<file path="src/rtl/core/bpb_pkg.sv">
// ----------------------------------------------------------------------------
// bpb_pkg
// Shared types and constants of the bitmap pixel to BGRA converter.
// ----------------------------------------------------------------------------
package bpb_pkg;

  localparam int unsigned CODE_W    = 32;  // pixel code, palette entry, masks
  localparam int unsigned PIX_IDX_W = 8;   // palette index field
  localparam int unsigned BYTE_W    = 8;
  localparam int unsigned QUO_W     = 8;   // scaled channel fits in one byte
  localparam int unsigned NUM_W     = CODE_W + QUO_W;  // field * 255
  localparam int unsigned NUM_CH    = 3;
  localparam int unsigned CFG_IDX_W = 2;

  // Channel slots in the per-channel vectors
  localparam int unsigned CH_BLUE  = 0;
  localparam int unsigned CH_GREEN = 1;
  localparam int unsigned CH_RED   = 2;

  localparam logic CMD_CONVERT   = 1'b0;
  localparam logic CMD_PAL_WRITE = 1'b1;

  typedef enum logic [1:0] {
    MODE_PALETTE  = 2'd0,
    MODE_MASK16   = 2'd1,
    MODE_DIRECT24 = 2'd2,
    MODE_MASK32   = 2'd3
  } pixel_mode_e;

  typedef enum logic [CFG_IDX_W-1:0] {
    REG_PIXEL_MODE = 2'd0,
    REG_RED_MASK   = 2'd1,
    REG_GREEN_MASK = 2'd2,
    REG_BLUE_MASK  = 2'd3
  } cfg_reg_e;

  localparam logic [CODE_W-1:0] RED_MASK_RST   = 32'h0000_7c00;
  localparam logic [CODE_W-1:0] GREEN_MASK_RST = 32'h0000_03e0;
  localparam logic [CODE_W-1:0] BLUE_MASK_RST  = 32'h0000_001f;
  localparam logic [BYTE_W-1:0] ALPHA_OPAQUE   = 8'hff;

  typedef logic [NUM_CH-1:0][CODE_W-1:0] mask_vec_t;

  // Payload of one divider pipeline stage
  typedef struct packed {
    logic [NUM_CH-1:0][NUM_W-1:0] rem;       // partial remainders
    logic [NUM_CH-1:0][QUO_W-1:0] quo;       // quotient bits found so far
    logic [NUM_CH-1:0]            zero_mask; // channel forced to zero
    logic                         sel_pass;  // palette or direct result
    logic [CODE_W-1:0]            pass_bgra; // {alpha, red, green, blue}
  } div_t;

endpackage

</file>
<file path="src/rtl/core/bpb_div_step.sv">
// ----------------------------------------------------------------------------
// bpb_div_step
// One restoring-division stage: resolves quotient bit BIT for all three
// channels against the channel mask shifted left by BIT.
// ----------------------------------------------------------------------------
module bpb_div_step #(
  parameter int unsigned BIT = 7
) (
  input  logic               clk_i,
  input  logic               rst_ni,
  input  bpb_pkg::mask_vec_t mask_i,
  input  logic               valid_i,
  output logic               ready_o,
  input  bpb_pkg::div_t      data_i,
  output logic               valid_o,
  input  logic               ready_i,
  output bpb_pkg::div_t      data_o
);
  import bpb_pkg::*;

  logic [NUM_CH-1:0][NUM_W-1:0] trial;
  logic [NUM_CH-1:0]            ge;
  div_t                         data_d, data_q;
  logic                         valid_q, en;

  assign en      = !valid_q || ready_i;
  assign ready_o = en;

  always_comb begin
    data_d = data_i;
    for (int c = 0; c < NUM_CH; c++) begin
      trial[c] = NUM_W'(mask_i[c]) << BIT;
      ge[c]    = data_i.rem[c] >= trial[c];
      if (ge[c]) begin
        data_d.rem[c] = data_i.rem[c] - trial[c];
      end
      data_d.quo[c][BIT] = ge[c];
    end
  end

  always_ff @(posedge clk_i) begin
    if (en) begin
      data_q <= data_d;
    end
  end

  always_ff @(posedge clk_i or negedge rst_ni) begin
    if (!rst_ni) begin
      valid_q <= 1'b0;
    end else if (en) begin
      valid_q <= valid_i;
    end
  end

  assign valid_o = valid_q;
  assign data_o  = data_q;

`ifndef SYNTHESIS
  a_stage_hold: assert property (@(posedge clk_i) disable iff (!rst_ni)
    valid_o && !ready_i |=> valid_o && $stable(data_o))
    else $error("divider stage lost or changed a stalled item");
`endif

endmodule

</file>
<file path="config.mk">
export PLATFORM = sky130hd
export DESIGN_NAME = bpb_div_step
export DESIGN_NICKNAME = d
export VERILOG_FILES = /design/src/rtl/core/bpb_pkg.sv /design/src/rtl/core/bpb_div_step.sv
export SDC_FILE = /design/constraint.sdc
export NUM_CORES = 1
export LEC_CHECK = 0
export BUFFER_PORTS_ARGS = -buffer_cell sky130_fd_sc_hd__buf_2
export CORE_AREA = 2 2 179 181
export CTS_CLUSTER_SIZE = 30
export DETAILED_ROUTE_END_ITERATION = 6
export DIE_AREA = 0 0 181 183
export GPL_ROUTABILITY_DRIVEN = 0
export GPL_TIMING_DRIVEN = 0
export PLACE_DENSITY = 0.67
export SLEW_MARGIN = 20
export SYNTH_ARGS = -nofsm -noshare
export SYNTH_HDL_FRONTEND = slang
export SYNTH_SLANG_ARGS = --single-unit
</file>
<file path="constraint.sdc">
create_clock -name clk_i -period 7.8 [get_ports clk_i]
set_input_delay 1.56 -clock clk_i [delete_from_list [all_inputs] [get_ports clk_i]]
set_output_delay 1.56 -clock clk_i [all_outputs]
set_load 0.03 [all_outputs]
</file>
## Word-level counts from Yosys, hierarchy flattened

Cells that the tools add are included.

- Bitwise gates (word level): 0
- Muxes and demuxes: 3
- Reductions and logical operators: 2
- Add/subtract/negate cells: 3
- Divide/modulo/power cells: 0
- Shift-type cells: 0
- Equality and inequality tests: 0
- Magnitude comparators: 3
- $mul: 0

Operators by type and width:

| kind | number |
|---|---|
| >= comparator 40 x 39 -> 1 bit | 3 |
| two-way mux 40 bit | 3 |
| subtractor 40 x 39 -> 40 bit | 3 |
| logical NOT 1 bit | 1 |
| logical OR 1 bit | 1 |

- Memories: 0
- Bits in registers: 181
- Bits of input ports: 280
- Bits in latches: 0
- Output and inout port bits: 182
- Bits in writable memories: 0
- Word-level logic and storage cells: 21
- Memory bits (read-only): 0

## Longest topological paths before layout

Gate-level depths: netlist (run 1).

- Depth in word-level cells: 2
- Gate-level depth with buffers: 14
- Gate-level depth less buffers: 11

## Worst setup path before layout (run 1)

Ideal clock, no wire load.

- Kind: input to output
- Start: input port ready_i
- End: output port ready_o
- Arrival: 6.111 ns
- Setup slack: 0.129 ns
- Data required time: 6.240 ns
- Cell stages on the path: 1
- Path buffers: 0
- Cell sequence: nand2b_1

- Longest elaborated chain between the ends: 1

Ends and longest elaborated chain:

| what | RTL line | text |
|---|---|---|
| start, declared | bpb_div_step.sv:16 | `input logic ready_i,` |
| logical OR 1 bit | bpb_div_step.sv:26 | `assign en = !valid_q \|\| ready_i;` |
| end, declared | bpb_div_step.sv:13 | `output logic ready_o,` |

Every way passes these cells.

==> results of run 1 <==
synthesized netlist by cell type, drive strengths merged (18+ instances only):
cell type | number | area share [%]
o21ai | 74 | 3.0
nor3 | 24 | 1.1
nand3 | 25 | 0.99
a21o | 39 | 2.3
xnor2 | 45 | 3.1
inv | 129 | 3.8
edfxtp | 180 | 43
clkbuf | 21 | 0.64
ha | 96 | 9.5
o21bai | 18 | 1.1
xor2 | 30 | 2.1
buf | 25 | 1.3
a21oi | 172 | 6.9
nor2 | 123 | 3.7
nand2 | 88 | 2.7
power groups by stage:
stage	Sequential, uW	Combinational (uW)	Clock, uW
finish	1270	1180	831
global route	1280	1270	885
CTS	1270	1170	852
detailed placement	1290	1160	0
global placement	1310	1150	0
floorplan	1560	538	0
critical path, delay by kind of cell:
kind	cells	cell delay, ns
AO/OA/AOI/OAI	3	0.44
adder cells (fa/ha/maj)	1	0.43
buffers and inverters	5	0.60
AND/OR/NAND/NOR	5	1.43
metrics by stage:
| stage | setup TNS (ns) | utilization, % |
|---|---|---|
| after floorplan | 0 | - |
| after global placement | -146.12 | 49.37 |
| after detailed placement | 0 | 49.63 |
| after CTS | 0 | 51.40 |
| after global routing | 0 | 51.44 |
| final | 0 | 51.46 |
per-layer routing:
| layer | GRT usage [%] | wire (um) |
|---|---|---|
| met3 | 5.083 | 3154 |
| met4 | 10.73 | 1514 |
| met2 | 41.43 | 19580 |
| met5 | 0 | 10 |
| met1 | 29.15 | 16530 |
registers in the layout, indices dropped and copies added, names as in the netlist:
name     cells
valid_o      1
data_o     180
layout make-up:
class	count	area, um2	area share, %
clock inverter	13	118.9	0.7396
tap	402	503.0	3.130
multi-input combinational	956	6474	40.28
inverter	129	484.2	3.013
buffer	46	241.5	1.503
timing repair buffer	461	2367	14.73
sequential	181	5430	33.79
antenna	8	20.02	0.1246
clock buffer	19	432.9	2.694
final timing paths:
kind / depth (start not counted) / end / start
max: 14 / data_o[83] / mask_i[3]
min: 1 / valid_o / rst_ni
max reg2reg: 3 / data_o[60] / valid_o
min reg2reg: 2 / valid_o / valid_o
max in group asynchronous: 1 / valid_o / rst_ni
min in group clk_i: 2 / valid_o / valid_o
logic make-up after synthesis:
kind of cell,after synthesis,synth area share [%]
AND/OR/NAND/NOR,352,13.49
multiplexers,16,1.626
buffers and inverters,175,5.749
flip-flops,181,43.02
XOR/XNOR,75,5.204
adder cells (fa/ha/maj),99,9.992
AO/OA/AOI/OAI,414,20.92
==> flow_summary_export.csv, run 1 <==
group,metric,value,unit
yosys,syn_area,12620,um2
routing,dr.pass1.iters,7,
critical_path,path_max_fanout,10,
yosys,syn_inst,1312,
yosys,synthFlopType,"edfxtp_1",
floorplanning,die_area,33120,um2
sta,hold_violations,0,
sta,whs,0.8724,ns
power_and_ir_drop,p_sw,1215,uW
power_and_ir_drop,pwr-share-clk,25.4,%
cts,root_buffer,"clkbuf_16",
min_path,hold_path.class,"in2async",
sta,drv_slew,0,
yosys,async_flop_share,0.5525,%
yosys,synth.distinct_cells,83,
yosys,synth_nets,1691,
floorplanning,dieWidth,181,um
finish,fill_cells,2957,
routing,drc,0,
sta,max_freq,0.2394,GHz
finish,mostFrequentLayoutCell,"buf_2",
critical_path,crit_required,8.08,ns
placed_design,hpwlAfterDp,33030,um
floorplanning,rows,65,
sta,timing.final.crit_share,53.55,%
critical_path,crit_top_cell,"a21oi_1",
power_and_ir_drop,power_density,203.9,nW/um2
power_and_ir_drop,p_comb_share,35.9,%
critical_path,crit_slowest_cell,"nor4b_1",
global_routing,grt-ovfl-total,0,
global_routing,globalRouteTotalUtil,24.07,%
yosys,yosysSeqAreaShare,43.02,%
power_and_ir_drop,p_int,2062,uW
placed_design,place_area,15500,um2
cts,hold_buffers,0,
cts,cts.path.max_buffers,2,
power_and_ir_drop,leakage,0.007438,uW
finish,mostFrequentLayoutCells,"buf_2 (475), edfxtp_1 (180), a21oi_1 (168)",
cts,cts_made_buffers,17,
run,drv_cap,0,
floorplanning,initial_core_util,40.42,%
yosys,synth_edf_count,180,
power_and_ir_drop,max-vdd-ir-drop,133.2,uV
routing,postRouteAntennaNets,0,
routing,drt-initial-drc-count,784,
power_and_ir_drop,switching_share,37.06,%
global_routing,grt_pass1_vias,11670,
sta,layout_setup_ws,3.623,ns
routing,post_drt_via_cell_ratio,5.366,
cts,cts_tree,"built",
floorplanning,die_h,183,um
routing,vias,11890,
critical_path,ff2ff_setup_slack,5.91,ns
critical_path,crit_path_cell_trace,"buf_2 -> inv_1 -> ha_1 -> nor4b_1 -> nand2_1 -> nor4_1 -> a21oi_1 -> nand2_2 -> o21ai_4 -> inv_2 -> buf_6 -> buf_4 -> nor2_1 -> a21oi_1",
finish,design_area,16070,um2
cts,path_clk_slew,0.07,ns
sta,max_slew_margin,39.74,%
cts,worst_skew_pair.late_latency,0.45,ns
routing,wl,40790,um
finish,drive_gt1_share,31.36,%
sta,final.min_clock_period,4.177,ns
critical_path,end_kind,"flip-flop",
cts,postCtsSetupBuffers,0,
sta,skew,0.008040,ns
cts,cts_sinks,181,
finish,fin_cells,2215,
placed_design,placed_cells,2175,
critical_path,cp-start-kind,"primary input",
global_routing,antenna_found_initial,11,
placed_design,port-buffer-count,458,
critical_path,arrival,4.46,ns
yosys,syn-mean-instance-area,9.621,um2
cts,htreeDepth,4,
yosys,yosysWarnings,0,
global_routing,grt_pass1_wl,61960,um
placed_design,pre_cts_ws,2.968,ns
finish,area_growth,27.33,%
power_and_ir_drop,power_frac_seq,38.7,%
critical_path,cpPeakStageDelay,0.77,ns
finish,fin_nets,2171,
cts,cts_resized,0,
power_and_ir_drop,p_total,3277,uW
yosys,synth-seq-cells,181,
status,status,"finished, final reports clean",
global_routing,grt_start_max_net_pins,57,
floorplanning,io_pins,462,
critical_path,critPathKind,"in2reg",
sta,worstMarginPinSlew,0.8913,ns
sta,rsz0062_at_grt,"no",
sta,setup_violations,0,
floorplanning,fp.coreArea,31230,um2
routing,avgRoutedWirePerCell,18.42,um
No activity file was read; power rests on OpenSTA's default activity.
==> run 2, diff against run 1 <==
--- a/config.mk
+++ b/config.mk
@@ -6,13 +6,13 @@
 export NUM_CORES = 1
 export LEC_CHECK = 0
 export BUFFER_PORTS_ARGS = -buffer_cell sky130_fd_sc_hd__buf_2
-export CORE_AREA = 2 2 179 181
+export CORE_AREA = 2 2 181 183
 export CTS_CLUSTER_SIZE = 30
 export DETAILED_ROUTE_END_ITERATION = 6
-export DIE_AREA = 0 0 181 183
+export DIE_AREA = 0 0 183 185
 export GPL_ROUTABILITY_DRIVEN = 0
 export GPL_TIMING_DRIVEN = 0
-export PLACE_DENSITY = 0.67
+export PLACE_DENSITY = 0.63
 export SLEW_MARGIN = 20
 export SYNTH_ARGS = -nofsm -noshare
 export SYNTH_HDL_FRONTEND = slang
==> constraint.sdc (replaced) <==
create_clock -name clk_i -period 4.4 [get_ports clk_i]
set_input_delay 0.88 -clock clk_i [delete_from_list [all_inputs] [get_ports clk_i]]
set_output_delay 0.88 -clock clk_i [all_outputs]
set_load 0.03 [all_outputs]
==> run 2 against run 1 <==
Net effect:
- utilization fell by 1.2 points
- sequential power rose by 76%
- via count grew 0.47%
- hold slack got worse by 0.68 ns
- worst setup slack lost 2.7 ns
- count of clock-buffer cells in the layout down 1
- non-clock buffer count did not move
- global-route usage decreased by 0.26 points
- critical path type unchanged
- largest cell class unchanged
- highest routed layer unchanged
==> flow_summary_export.csv, run 2 (synthesis gave the netlist of run 1 again) <==
group,metric,value,unit
finish,fill_cells,3105,
finish,fin_nets,2171,
sta,skew,0.009390,ns
critical_path,reg2regPathDepth,2,
sta,setup_violations,0,
sta,worstMarginPinSlew,0.7886,ns
routing,postRouteAntennaNets,0,
cts,cts_made_buffers,17,
finish,mostFrequentLayoutCells,"buf_2 (475), edfxtp_1 (180), a21oi_1 (168)",
critical_path,cp-start-kind,"primary input",
critical_path,crit_slowest_cell,"o211ai_1",
global_routing,grt-ovfl-total,0,
critical_path,crit_required,4.59,ns
status,status,"finished, final reports clean",
routing,wl,41530,um
sta,drv_slew,0,
finish,multi_input_area,6474,um2
routing,drt-initial-drc-count,676,
cts,postCtsSetupBuffers,0,
sta,timing.final.crit_share,78.53,%
power_and_ir_drop,power_density,364.6,nW/um2
cts,hold_buffers,0,
finish,largest_reg_flops,180,
floorplanning,rows,66,
global_routing,globalRouteTotalUtil,23.81,%
sta,whs,0.1913,ns
cts,path_clk_slew,0.07,ns
placed_design,port-buffer-count,458,
routing,drc,0,
sta,final.min_clock_period,3.455,ns
sta,layout_setup_ws,0.9445,ns
placed_design,pre_cts_ws,0.5557,ns
sta,max_slew_margin,46.07,%
floorplanning,die_h,185,um
finish,seqCellArea,5430,um2
cts,cts_sinks,181,
floorplanning,io_pins,462,
global_routing,antenna_found_initial,14,
floorplanning,die_area,33860,um2
power_and_ir_drop,p_total,5874,uW
cts,htreeDepth,4,
global_routing,grt_pass1_vias,11620,
critical_path,arrival,3.64,ns
global_routing,grt_pass1_wl,61890,um
min_path,hold_path.class,"in2async",
routing,vias,11940,
floorplanning,dieWidth,183,um
routing,dr.pass1.iters,5,
placed_design,hpwlAfterDp,33380,um
finish,area_growth,27.65,%
cts,cts_resized,0,
power_and_ir_drop,max-vdd-ir-drop,243.9,uV
finish,design_area,16110,um2
critical_path,critPathTopFamily,"compound AO/OA/AOI/OAI gates",
floorplanning,initial_core_util,39.39,%
critical_path,crit_end,"data_o[179]",
run,drv_cap,0,
critical_path,timing.rr.start,"valid_o",
sta,rsz0062_at_grt,"no",
floorplanning,fp.coreArea,32040,um2
routing,post_drt_via_cell_ratio,5.370,
cts,worst_skew_pair.late_latency,0.44,ns
critical_path,cpPeakStageDelay,0.48,ns
critical_path,crit_path_cell_trace,"buf_2 -> inv_1 -> ha_1 -> fa_1 -> nand2b_1 -> a21oi_1 -> o21a_1 -> o21ai_1 -> o21a_1 -> o211ai_1 -> a311oi_1 -> a211o_1",
critical_path,cp.depth,12,
finish,drive_gt1_share,31.37,%
critical_path,crit_path_start,"data_i[147]",
power_and_ir_drop,leakage,0.007455,uW
routing,avgRoutedWirePerCell,18.68,um
critical_path,critPathKind,"in2reg",
critical_path,end_kind,"flip-flop",
global_routing,grt_start_max_net_pins,54,
critical_path,ff2ff_setup_slack,2.88,ns
cts,root_buffer,"clkbuf_16",
cts,cts.path.max_buffers,2,
sta,max_freq,0.2894,GHz
finish,mostFrequentLayoutCell,"buf_2",
cts,cts_tree,"built",
critical_path,rr_endpoint,"data_o[162]",
sta,hold_violations,0,
placed_design,place_area,15510,um2
critical_path,crit_top_cell,"o21a_1",
critical_path,path_buf_inv,2,
critical_path,path_max_fanout,6,
[run 2: cell types whose count changed in the layout (fill, tap and decap cells not counted), sizes merged]
cell      delta
bufinv       +1
clkbuf       -1
clkinvlp     -2
diode        +4
inv          +1
[run 2: how the worst min path moves through the flow]
stage / startpoint / endpoint / slack, ns / cells past startpoint
after CTS: rst_ni / valid_o / 0.16 / 1
after detailed placement: rst_ni / valid_o / 0.66 / 1
final: rst_ni / valid_o / 0.19 / 1
after global placement: rst_ni / valid_o / 0.65 / 1
after global routing: rst_ni / valid_o / 0.17 / 1
after floorplan: rst_ni / valid_o / 0.58 / 0
[run 2: final cells by class]
type	instances	area share, %
Multi-Input combinational cell	956	40.18
Sequential cell	181	33.70
Timing Repair Buffer	461	14.74
Tap cell	408	3.168
Inverter	129	3.005
Clock buffer	18	2.664
Buffer	46	1.499
Clock inverter	13	0.8542
Antenna cell	12	0.1864
[run 2: per-layer routing]
layer  vias up  GRT usage [%]  part of all wire (%)  wire length (um)
met5         -              0                 0.075                31
met4         4          10.30                   3.1              1283
met3        79          5.328                   7.4              3070
met2       509          41.36                    49             20230
met1      5585          28.35                    41             16920
li1       5765              -                     -                 -
[run 2: power breakdown]
part	internal [uW]	switching, uW	total [uW]
Sequential	2190	56.0	2240
Combinational	726	1380	2100
Clock	796	730	1530
Total	3710	2160	5870
[run 2: per-stage QoR]
stage,std cells,TNS (ns),utilization (%)
after floorplan,1312,0,-
after global placement,2178,-78.87,48.15
after detailed placement,2181,0,48.42
after CTS,2212,0,50.19
after global routing,2217,0,50.23
final,2224,0,50.29
